`src/hw/rtl/ucssd_pkg.sv`:
```
`timescale 1ns / 1ps
// ----------------------------------------------------------------------------
// ucssd_pkg
// Shared types, constants and decode functions for the UART command
// seven-segment display controller.
// ----------------------------------------------------------------------------
package ucssd_pkg;

  localparam int CMD_BUF_DEPTH = 16;
  localparam int NUM_DIGITS    = 8;

  localparam int BUF_AW = $clog2(CMD_BUF_DEPTH);
  localparam int CNT_W  = $clog2(CMD_BUF_DEPTH + 1);
  localparam int DIG_AW = (NUM_DIGITS > 1) ? $clog2(NUM_DIGITS) : 1;
  localparam int POS_W  = $clog2(NUM_DIGITS + 1);

  localparam int REPLY_LEN = 4;
  localparam int REPLY_W   = $clog2(REPLY_LEN);

  localparam logic [7:0] CH_LF      = 8'h0A;
  localparam logic [7:0] CH_CR      = 8'h0D;
  localparam logic [7:0] CH_ZERO    = 8'h30;
  localparam logic [7:0] CH_NINE    = 8'h39;
  localparam logic [7:0] CH_O       = 8'h4F;
  localparam logic [7:0] CH_K       = 8'h4B;
  localparam logic [7:0] CMD_NUMBER = 8'h4E;  // 'N'
  localparam logic [7:0] CMD_CLEAR  = 8'h43;  // 'C'
  localparam logic [7:0] CMD_ACK    = 8'h41;  // 'A'

  localparam logic [3:0] BLANK_CODE = 4'hA;
  localparam logic [7:0] SEG_BLANK  = 8'hFF;

  localparam logic OP_RX     = 1'b0;
  localparam logic OP_TICK   = 1'b1;
  localparam logic KIND_SCAN = 1'b0;
  localparam logic KIND_TX   = 1'b1;

  typedef struct packed {
    logic       opcode;
    logic [7:0] rx_byte;
  } in_item_t;

  typedef struct packed {
    logic       kind;
    logic [7:0] digit_select;
    logic [7:0] segments;
    logic [7:0] tx_byte;
    logic       last;
  } out_item_t;

  typedef enum logic [2:0] {
    ST_IDLE,
    ST_SCAN,
    ST_DECODE,
    ST_FIND,
    ST_LOAD,
    ST_REPLY
  } ctrl_state_t;

  // Controller to datapath
  typedef struct packed {
    logic store_byte;       // append received byte to the line buffer
    logic blank;            // blank every digit
    logic walk_from_count;  // point the walk at the last stored byte
    logic walk_dec;         // step the walk one byte down
    logic pos_clear;        // restart the digit position at zero
    logic load_step;        // copy one converted character into the digits
    logic emit_scan;        // load a scan result into the output register
    logic emit_reply;       // load the next reply byte into the output register
    logic clear_line;       // drop the buffered line
  } dp_cmd_t;

  // Datapath to controller
  typedef struct packed {
    logic slot_free;
    logic in_is_tick;
    logic in_is_lf;
    logic cmd_number;
    logic cmd_clear;
    logic cmd_ack;
    logic walk_zero;
    logic walk_is_cr;
    logic load_done;
    logic reply_last;
  } dp_status_t;

  function automatic logic [7:0] seg_decode(input logic [3:0] v);
    logic [7:0] s;
    case (v)
      4'd0:    s = 8'hC0;
      4'd1:    s = 8'hF9;
      4'd2:    s = 8'hA4;
      4'd3:    s = 8'hB0;
      4'd4:    s = 8'h99;
      4'd5:    s = 8'h92;
      4'd6:    s = 8'h82;
      4'd7:    s = 8'hF8;
      4'd8:    s = 8'h80;
      4'd9:    s = 8'h98;
      default: s = SEG_BLANK;
    endcase
    return s;
  endfunction

  function automatic logic [3:0] char_to_digit(input logic [7:0] c);
    logic [7:0] d;
    d = c - CH_ZERO;
    if (c inside {[CH_ZERO:CH_NINE]}) begin
      return d[3:0];
    end
    return BLANK_CODE;
  endfunction

  function automatic logic [7:0] reply_char(input logic [REPLY_W-1:0] i);
    logic [7:0] c;
    case (i)
      2'd0:    c = CH_O;
      2'd1:    c = CH_K;
      2'd2:    c = CH_CR;
      default: c = CH_LF;
    endcase
    return c;
  endfunction

endpackage

```
`src/hw/rtl/ucssd_datapath.sv`:
```
`timescale 1ns / 1ps
// ----------------------------------------------------------------------------
// ucssd_datapath
// Line buffer, digit store, scan ring, copy walk and output register.
// ----------------------------------------------------------------------------
module ucssd_datapath import ucssd_pkg::*; (
  input  logic       clk,
  input  logic       rst_n,
  input  in_item_t   in_data,
  input  dp_cmd_t    cmd,
  output dp_status_t status,
  output logic       out_valid,
  input  logic       out_ready,
  output out_item_t  out_data
);

  logic [7:0]        cmd_buf_r [CMD_BUF_DEPTH];
  logic [CNT_W-1:0]  wr_idx_r, wr_idx_nxt;
  logic [BUF_AW-1:0] walk_r, walk_nxt;
  logic [POS_W-1:0]  pos_r, pos_nxt;
  logic [3:0]        digit_r [NUM_DIGITS];
  logic [3:0]        digit_nxt [NUM_DIGITS];
  logic [DIG_AW-1:0] scan_r, scan_nxt;
  logic [REPLY_W-1:0] reply_r, reply_nxt;
  logic              out_valid_r, out_valid_nxt;
  out_item_t         out_r, out_nxt;

  logic              buf_full;
  logic [BUF_AW-1:0] last_idx;
  logic [7:0]        walk_char;
  logic [7:0]        scan_onehot;

  assign buf_full    = (wr_idx_r == CNT_W'(CMD_BUF_DEPTH));
  assign last_idx    = BUF_AW'(wr_idx_r - CNT_W'(1));
  assign walk_char   = cmd_buf_r[walk_r];
  assign scan_onehot = 8'(1) << scan_r;

  // Buffer entries past the fill count are never read, so no clearing.
  always_ff @(posedge clk) begin
    if (cmd.store_byte && !buf_full) begin
      cmd_buf_r[wr_idx_r[BUF_AW-1:0]] <= in_data.rx_byte;
    end
  end

  always_comb begin
    wr_idx_nxt = wr_idx_r;
    if (cmd.clear_line) begin
      wr_idx_nxt = '0;
    end else if (cmd.store_byte && !buf_full) begin
      wr_idx_nxt = wr_idx_r + CNT_W'(1);
    end

    walk_nxt = walk_r;
    if (cmd.walk_from_count) begin
      walk_nxt = last_idx;
    end else if (cmd.walk_dec || cmd.load_step) begin
      walk_nxt = walk_r - BUF_AW'(1);
    end

    pos_nxt = pos_r;
    if (cmd.pos_clear) begin
      pos_nxt = '0;
    end else if (cmd.load_step) begin
      pos_nxt = pos_r + POS_W'(1);
    end

    for (int i = 0; i < NUM_DIGITS; i++) begin
      digit_nxt[i] = cmd.blank ? BLANK_CODE : digit_r[i];
      if (cmd.load_step && (pos_r == POS_W'(i))) begin
        digit_nxt[i] = char_to_digit(walk_char);
      end
    end

    scan_nxt = scan_r;
    if (cmd.emit_scan) begin
      scan_nxt = (scan_r == DIG_AW'(NUM_DIGITS - 1)) ? '0 : scan_r + DIG_AW'(1);
    end

    reply_nxt = cmd.emit_reply ? reply_r + REPLY_W'(1) : reply_r;

    out_valid_nxt = out_valid_r && !out_ready;
    out_nxt       = out_r;
    if (cmd.emit_scan) begin
      out_valid_nxt        = 1'b1;
      out_nxt.kind         = KIND_SCAN;
      out_nxt.digit_select = scan_onehot;
      out_nxt.segments     = seg_decode(digit_r[scan_r]);
      out_nxt.tx_byte      = '0;
      out_nxt.last         = 1'b1;
    end else if (cmd.emit_reply) begin
      out_valid_nxt        = 1'b1;
      out_nxt.kind         = KIND_TX;
      out_nxt.digit_select = '0;
      out_nxt.segments     = '0;
      out_nxt.tx_byte      = reply_char(reply_r);
      out_nxt.last         = (reply_r == REPLY_W'(REPLY_LEN - 1));
    end
  end

  always_ff @(posedge clk) begin
    if (!rst_n) begin
      wr_idx_r    <= '0;
      walk_r      <= '0;
      pos_r       <= '0;
      scan_r      <= '0;
      reply_r     <= '0;
      out_valid_r <= 1'b0;
      for (int i = 0; i < NUM_DIGITS; i++) begin
        digit_r[i] <= 4'(i);
      end
    end else begin
      wr_idx_r    <= wr_idx_nxt;
      walk_r      <= walk_nxt;
      pos_r       <= pos_nxt;
      scan_r      <= scan_nxt;
      reply_r     <= reply_nxt;
      out_valid_r <= out_valid_nxt;
      for (int i = 0; i < NUM_DIGITS; i++) begin
        digit_r[i] <= digit_nxt[i];
      end
    end
  end

  always_ff @(posedge clk) begin
    out_r <= out_nxt;
  end

  assign status.slot_free  = !out_valid_r || out_ready;
  assign status.in_is_tick = (in_data.opcode == OP_TICK);
  assign status.in_is_lf   = (in_data.rx_byte == CH_LF);
  assign status.cmd_number = (wr_idx_r != '0) && (cmd_buf_r[0] == CMD_NUMBER);
  assign status.cmd_clear  = (wr_idx_r != '0) && (cmd_buf_r[0] == CMD_CLEAR);
  assign status.cmd_ack    = (wr_idx_r != '0) && (cmd_buf_r[0] == CMD_ACK);
  assign status.walk_zero  = (walk_r == '0);
  assign status.walk_is_cr = (walk_char == CH_CR);
  assign status.load_done  = (walk_r == '0) || (pos_r == POS_W'(NUM_DIGITS));
  assign status.reply_last = (reply_r == REPLY_W'(REPLY_LEN - 1));

  assign out_valid = out_valid_r;
  assign out_data  = out_r;

endmodule

```
`src/hw/rtl/ucssd_ctrl.sv`:
```
`timescale 1ns / 1ps
// ----------------------------------------------------------------------------
// ucssd_ctrl
// Sequencer for scan ticks, line decode, digit copy walk and OK reply.
// ----------------------------------------------------------------------------
module ucssd_ctrl import ucssd_pkg::*; (
  input  logic       clk,
  input  logic       rst_n,
  input  logic       in_valid,
  output logic       in_ready,
  input  dp_status_t status,
  output dp_cmd_t    cmd
);

  ctrl_state_t state_r, state_nxt;

  always_ff @(posedge clk) begin
    if (!rst_n) begin
      state_r <= ST_IDLE;
    end else begin
      state_r <= state_nxt;
    end
  end

  always_comb begin
    state_nxt = state_r;
    in_ready  = 1'b0;
    cmd       = '0;
    case (state_r)
      ST_IDLE: begin
        in_ready = 1'b1;
        if (in_valid) begin
          if (status.in_is_tick) begin
            state_nxt = ST_SCAN;
          end else if (status.in_is_lf) begin
            state_nxt = ST_DECODE;
          end else begin
            cmd.store_byte = 1'b1;
          end
        end
      end
      ST_SCAN: begin
        if (status.slot_free) begin
          cmd.emit_scan = 1'b1;
          state_nxt     = ST_IDLE;
        end
      end
      ST_DECODE: begin
        if (status.cmd_number) begin
          cmd.walk_from_count = 1'b1;
          state_nxt           = ST_FIND;
        end else if (status.cmd_clear) begin
          cmd.blank = 1'b1;
          state_nxt = ST_REPLY;
        end else if (status.cmd_ack) begin
          state_nxt = ST_REPLY;
        end else begin
          cmd.clear_line = 1'b1;
          state_nxt      = ST_IDLE;
        end
      end
      ST_FIND: begin
        // Search down for the last CR; the span ends there or at the LF.
        if (status.walk_zero) begin
          cmd.blank           = 1'b1;
          cmd.pos_clear       = 1'b1;
          cmd.walk_from_count = 1'b1;
          state_nxt           = ST_LOAD;
        end else if (status.walk_is_cr) begin
          cmd.blank     = 1'b1;
          cmd.pos_clear = 1'b1;
          cmd.walk_dec  = 1'b1;
          state_nxt     = ST_LOAD;
        end else begin
          cmd.walk_dec = 1'b1;
        end
      end
      ST_LOAD: begin
        if (status.load_done) begin
          state_nxt = ST_REPLY;
        end else begin
          cmd.load_step = 1'b1;
        end
      end
      ST_REPLY: begin
        if (status.slot_free) begin
          cmd.emit_reply = 1'b1;
          if (status.reply_last) begin
            cmd.clear_line = 1'b1;
            state_nxt      = ST_IDLE;
          end
        end
      end
      default: begin
        state_nxt = ST_IDLE;
      end
    endcase
  end

endmodule

```
`src/hw/rtl/uart_command_seven_segment_display.sv`:
```
`timescale 1ns / 1ps
// ----------------------------------------------------------------------------
// uart_command_seven_segment_display
// Eight-digit multiplexed seven-segment controller driven by UART lines.
// ----------------------------------------------------------------------------
// Input channel (in_valid/in_ready/in_data): each transaction is either a
//   received UART byte (opcode 0) or a display scan tick (opcode 1).
// Output channel (out_valid/out_ready/out_data): scan results (kind 0) with a
//   one-hot digit select and active-low segments, or reply bytes (kind 1).
// Sequencing:
//   - plain byte: stored in the accept cycle; the sequencer stays idle.
//   - scan tick: the scan state loads the result into the output register
//     once the output slot is free, then the sequencer returns to idle.
//   - LF: a decode state, then for 'N' a CR search walk down the line
//     buffer and a digit copy walk, then the four reply bytes. The walks
//     read the line buffer one entry a cycle.
// in_ready is high only while the sequencer is idle; it stays high while a
//   finished result waits in the output register.
// Reset: line buffer empty, digit i shows i, scan starts at position 0.
// Receiver stall: the output register holds its transaction and the
//   sequencer waits before loading the next scan or reply byte.
// ----------------------------------------------------------------------------
module uart_command_seven_segment_display import ucssd_pkg::*; (
  input  logic      clk,
  input  logic      rst_n,
  input  logic      in_valid,
  output logic      in_ready,
  input  in_item_t  in_data,
  output logic      out_valid,
  input  logic      out_ready,
  output out_item_t out_data
);

  dp_cmd_t    cmd;
  dp_status_t status;

  // Sequence scans, line decode, digit load and reply.
  ucssd_ctrl u_ctrl (
    .clk      (clk),
    .rst_n    (rst_n),
    .in_valid (in_valid),
    .in_ready (in_ready),
    .status   (status),
    .cmd      (cmd)
  );

  // Hold line buffer, digits, scan ring and output register.
  ucssd_datapath u_dp (
    .clk       (clk),
    .rst_n     (rst_n),
    .in_data   (in_data),
    .cmd       (cmd),
    .status    (status),
    .out_valid (out_valid),
    .out_ready (out_ready),
    .out_data  (out_data)
  );

  // Scan results drive exactly one digit and always end their transaction.
  a_scan_onehot: assert property (@(posedge clk) disable iff (!rst_n)
    (out_valid && out_data.kind == KIND_SCAN) |->
      ($onehot(out_data.digit_select) && out_data.last && out_data.tx_byte == 8'h00))
    else $error("scan result malformed");

  // Reply bytes leave the display fields at zero.
  a_tx_fields: assert property (@(posedge clk) disable iff (!rst_n)
    (out_valid && out_data.kind == KIND_TX) |->
      (out_data.digit_select == 8'h00 && out_data.segments == 8'h00))
    else $error("reply result carries display fields");

  // Only the closing LF of "OK\r\n" carries last.
  a_tx_last: assert property (@(posedge clk) disable iff (!rst_n)
    (out_valid && out_data.kind == KIND_TX) |->
      (out_data.last == (out_data.tx_byte == CH_LF)))
    else $error("reply last flag misplaced");

  // A tick is worked on alone: input closes right after it is taken.
  a_tick_busy: assert property (@(posedge clk) disable iff (!rst_n)
    (in_valid && in_ready && in_data.opcode == OP_TICK) |=> !in_ready)
    else $error("input accepted during scan");

  // A new scan result appears only after a tick was taken.
  a_scan_cause: assert property (@(posedge clk) disable iff (!rst_n)
    ($rose(out_valid) && out_data.kind == KIND_SCAN) |->
      $past(!in_ready, 1))
    else $error("scan result without tick");

endmodule

```
`config.mk`:
```
export PLATFORM = sky130hd
export DESIGN_NAME = uart_command_seven_segment_display
export DESIGN_NICKNAME = d
export VERILOG_FILES = /design/src/hw/rtl/ucssd_pkg.sv /design/src/hw/rtl/ucssd_datapath.sv /design/src/hw/rtl/ucssd_ctrl.sv /design/src/hw/rtl/uart_command_seven_segment_display.sv
export SDC_FILE = /design/constraint.sdc
export NUM_CORES = 1
export LEC_CHECK = 0
export BUFFER_PORTS_ARGS = -buffer_cell sky130_fd_sc_hd__buf_2
export CAP_MARGIN = 10
export CORE_MARGIN = 4
export CORE_UTILIZATION = 40
export CTS_BUF_LIST = sky130_fd_sc_hd__clkbuf_4 sky130_fd_sc_hd__clkbuf_8 sky130_fd_sc_hd__clkbuf_16
export CTS_CLUSTER_DIAMETER = 80
export DETAILED_ROUTE_END_ITERATION = 16
export SYNTH_ARGS = -nofsm -noshare
export SYNTH_HDL_FRONTEND = slang
export SYNTH_SLANG_ARGS = --single-unit
```
`constraint.sdc`:
```
create_clock -name clk -period 3 [get_ports clk]
set_input_delay 0.6 -clock clk [delete_from_list [all_inputs] [get_ports clk]]
set_output_delay 0.6 -clock clk [all_outputs]
set_load 0.02 [all_outputs]
```
==> flow_summary_export.csv <==
group,metric,value,unit
cells_and_area,synthToLayoutAreaGrowth,19.1,%
synth,synth.distinct_cells,60,
placed_design,dp_slack,-0.0497,ns
cells_and_area,final_common_cell,"edfxtp_1",
drt,routed_wl,20300,µm
grt,antenna_found_initial,0,
cells_and_area,design_area,0.0110,mm²
drt,drt_iter0_drc,525,
synth,ys_ff_latch,211,
clock_tree,htree_num_levels,1,
grt,gr-total-overflow,0,
sta,finalCriticalPeriod,2.89,ns
grt,grt_usage,0.159,
synth,synthCells,644,
worst_setup_path,endpoint_kind,"register",
placed_design,gp_congestion,0.867,
clock_tree,numCtsBuffers,23,
drt,drc,0,
floorplanning,die_area,0.0256,mm²
power_and_ir_drop,p_leak,3.82,nW
drt,viasPerCell,5.34,
synth,synth_warnings,0,
sta,rsz0062_at_grt,"yes",
drt,first_pass_iters,5,
sta,layout_setup_ws,0.113,ns
sta,fmax,346,MHz
synth,synth_edf_count,176,
worst_setup_path,start_kind,"register",
floorplanning,ioPinCount,41,
drt,ant_nets,0,
grt,grt_pass1_vias,5636,
synth,synthFlopType,"edfxtp_1",
floorplanning,fp.dieW,160,µm
flow_run,maxCapViolations,0,
cells_and_area,seq_area,0.00599,mm²
cells_and_area,nNetsFinal,773,
cells_and_area,drive_above_1_share,0.252,
cells_and_area,layout_common_cells,"176 x edfxtp_1, 52 x nand2_1, 43 x buf_4",
sta,finalSetupViolCount,0,
sta,worst_pin_slew,0.716,ns
cells_and_area,final_util,0.486,
clock_tree,clockBufferDepth,3,
grt,use_met3,0.0294,
clock_tree,cts_tree,"built",
drt,wl_per_cell,19.6,µm
clock_tree,cts_hold_buf,0,
status,status,"finished, final reports clean",
drt,vias,5527,
hold_path,hp-class,"input pin to register",
worst_setup_path,cp_max_fo,8,
grt,top_usage_layer,"met2",
floorplanning,initial_core_util,0.408,
cells_and_area,multiInputGateArea,0.00309,mm²
clock_tree,clock-root-buffer,"clkbuf_16",
clock_tree,insertion_delay,0.52,ns
floorplanning,coreArea,0.0226,mm²
sta,final.setup.tns,0,ns
power_and_ir_drop,finalPower,7.72,mW
sta,min_period_over_period,0.962,
placed_design,portBuffers,37,
clock_tree,clkTransAtPathRegs,0.06,ns
cells_and_area,fill_cells,1912,
cells_and_area,n_antenna_cell,0,
grt,grt_use_met1,0.208,
placed_design,placed_cell_area,0.0101,mm²
sta,hold_violations,0,
worst_setup_path,cp.required,3.23,ns
synth,yosysSeqAreaShare,0.648,
grt,met2_usage,0.274,
power_and_ir_drop,power_density,702,mW/mm²
worst_setup_path,cp.arrival,3.11,ns
grt,grt_start_max_net_pins,31,
clock_tree,cts_sinks,211,
power_and_ir_drop,ir_drop,522,µV
sta,slew_violations,0,
synth,postSynth.asyncResetShare,0,
sta,slew_headroom,0.516,
floorplanning,die_h,160,µm
synth,syn_area_per_cell,14.3,µm²
worst_setup_path,crit_type,"register to register",
synth,syn-cell-area,0.00923,mm²
sta,skew,0.0169,ns
floorplanning,num_rows,55,
placed_design,hpwlAfterDp,14600,µm
grt,grt_pass1_wl,32200,µm
==> layout make-up <==
type / instances / area share
Tap cell: 285 / 0.0324
Inverter: 20 / 0.00683
Timing Repair Buffer: 93 / 0.0695
Multi-Input combinational cell: 384 / 0.281
Clock buffer: 28 / 0.0557
Clock inverter: 14 / 0.0104
Sequential cell: 211 / 0.545
==> metal layers <==
metal  vias to the layer above  share of wire  wire length [µm]
met5                         -              0                 0
met4                         0          0.026               535
met3                        34          0.042               845
met2                       132           0.50             10100
met1                      2716           0.43              8760
li1                       2645              -                 -
==> Yosys cell counts, types with 5 or more instances <==
| library cell | n | area [µm²] |
|---|---|---|
| dfxtp_1 | 35 | 701 |
| a22oi_1 | 9 | 67.6 |
| inv_1 | 19 | 71.3 |
| a211oi_1 | 5 | 37.5 |
| nand2b_1 | 10 | 62.6 |
| mux2i_1 | 10 | 100 |
| o21ai_0 | 15 | 75.1 |
| and3_1 | 12 | 75.1 |
| nand4_1 | 8 | 50.1 |
| nand3_1 | 9 | 45.0 |
| mux4_2 | 32 | 721 |
| nor3b_1 | 5 | 37.5 |
| clkbuf_1 | 18 | 67.6 |
| nand2_1 | 52 | 195 |
| xnor2_1 | 7 | 61.3 |
| a31oi_1 | 7 | 43.8 |
| nor4_1 | 7 | 43.8 |
| buf_4 | 6 | 45.0 |
| nor3_1 | 20 | 100 |
| nor2b_1 | 7 | 43.8 |
| and2_1 | 20 | 125 |
| a21oi_1 | 26 | 130 |
| edfxtp_1 | 176 | 5290 |
| or4_1 | 5 | 37.5 |
| nor2_1 | 32 | 120 |
| ha_1 | 27 | 338 |
==> final timing paths <==
kind,startpoint,end,slack (ns),cells past startpoint
setup / recovery,register,u_dp.digit_r[2][2]$_SDFFCE_PN0P_,0.11,8
hold / removal,in_data[0],u_dp.cmd_buf_r[2][0]$_DFFE_PP_,0.40,1
setup reg to reg,register,u_dp.digit_r[2][2]$_SDFFCE_PN0P_,0.11,8
hold reg to reg,u_dp.out_data[2]$_SDFFE_PP0P_,u_dp.out_data[2]$_SDFFE_PP0P_,0.43,2
==> worst max-delay path, cell delays in order (launching register included) <==
cell,delay (ns)
dfxtp_4,0.43
buf_4,0.21
mux4_2,0.55
a22oi_1,0.28
nand2_1,0.15
nand3_1,0.14
or4_4,0.16
a21oi_4,0.07
or4_1,0.61
==> registers in the layout, indices dropped and copies added (netlist names), named ones only <==
register / flops
u_dp.pos_r: 4
u_dp.walk_r: 4
u_dp.out_data: 22
u_ctrl.state_r: 3
u_dp.scan_r: 3
u_dp.out_valid: 1
u_dp.reply_r: 2
u_dp.wr_idx_r: 5
u_dp.digit_r: 32
u_dp.cmd_buf_r: 128
==> cell families after synthesis <==
family / after synthesis / synth area share
compound gates: 87 / 0.0629
mux: 43 / 0.0901
xor+xnor: 9 / 0.00854
fa+ha+maj: 27 / 0.0366
other cells: 1 / 0.000406
flops: 211 / 0.648
simple gates: 215 / 0.127
buf+inv: 51 / 0.0259
==> power breakdown <==
part,switching (mW),internal (mW),total (mW),leakage (nW)
Combinational,0.914,0.644,1.56,1.57
Sequential,0.123,3.38,3.50,1.89
Clock,1.11,1.56,2.66,0.361
Total,2.15,5.58,7.72,3.82
==> repair_timing <==
item / in CTS / in global routing
endpoints found under the setup margin: 41 / 47
pin swaps: 2 / 6
buffers inserted: 0 / 5
gates cloned: 0 / 1
resized for setup: 3 / 12
==> per-stage QoR <==
stage | hold slack [ns] | cells
CTS | 0.372 | 1029
finish | 0.401 | 1035
detailed placement | 0.425 | 987
global placement | 0.418 | 987
global route | 0.374 | 1035
floorplan | 0.483 | 646
No activity file was read; power rests on OpenSTA's default activity.
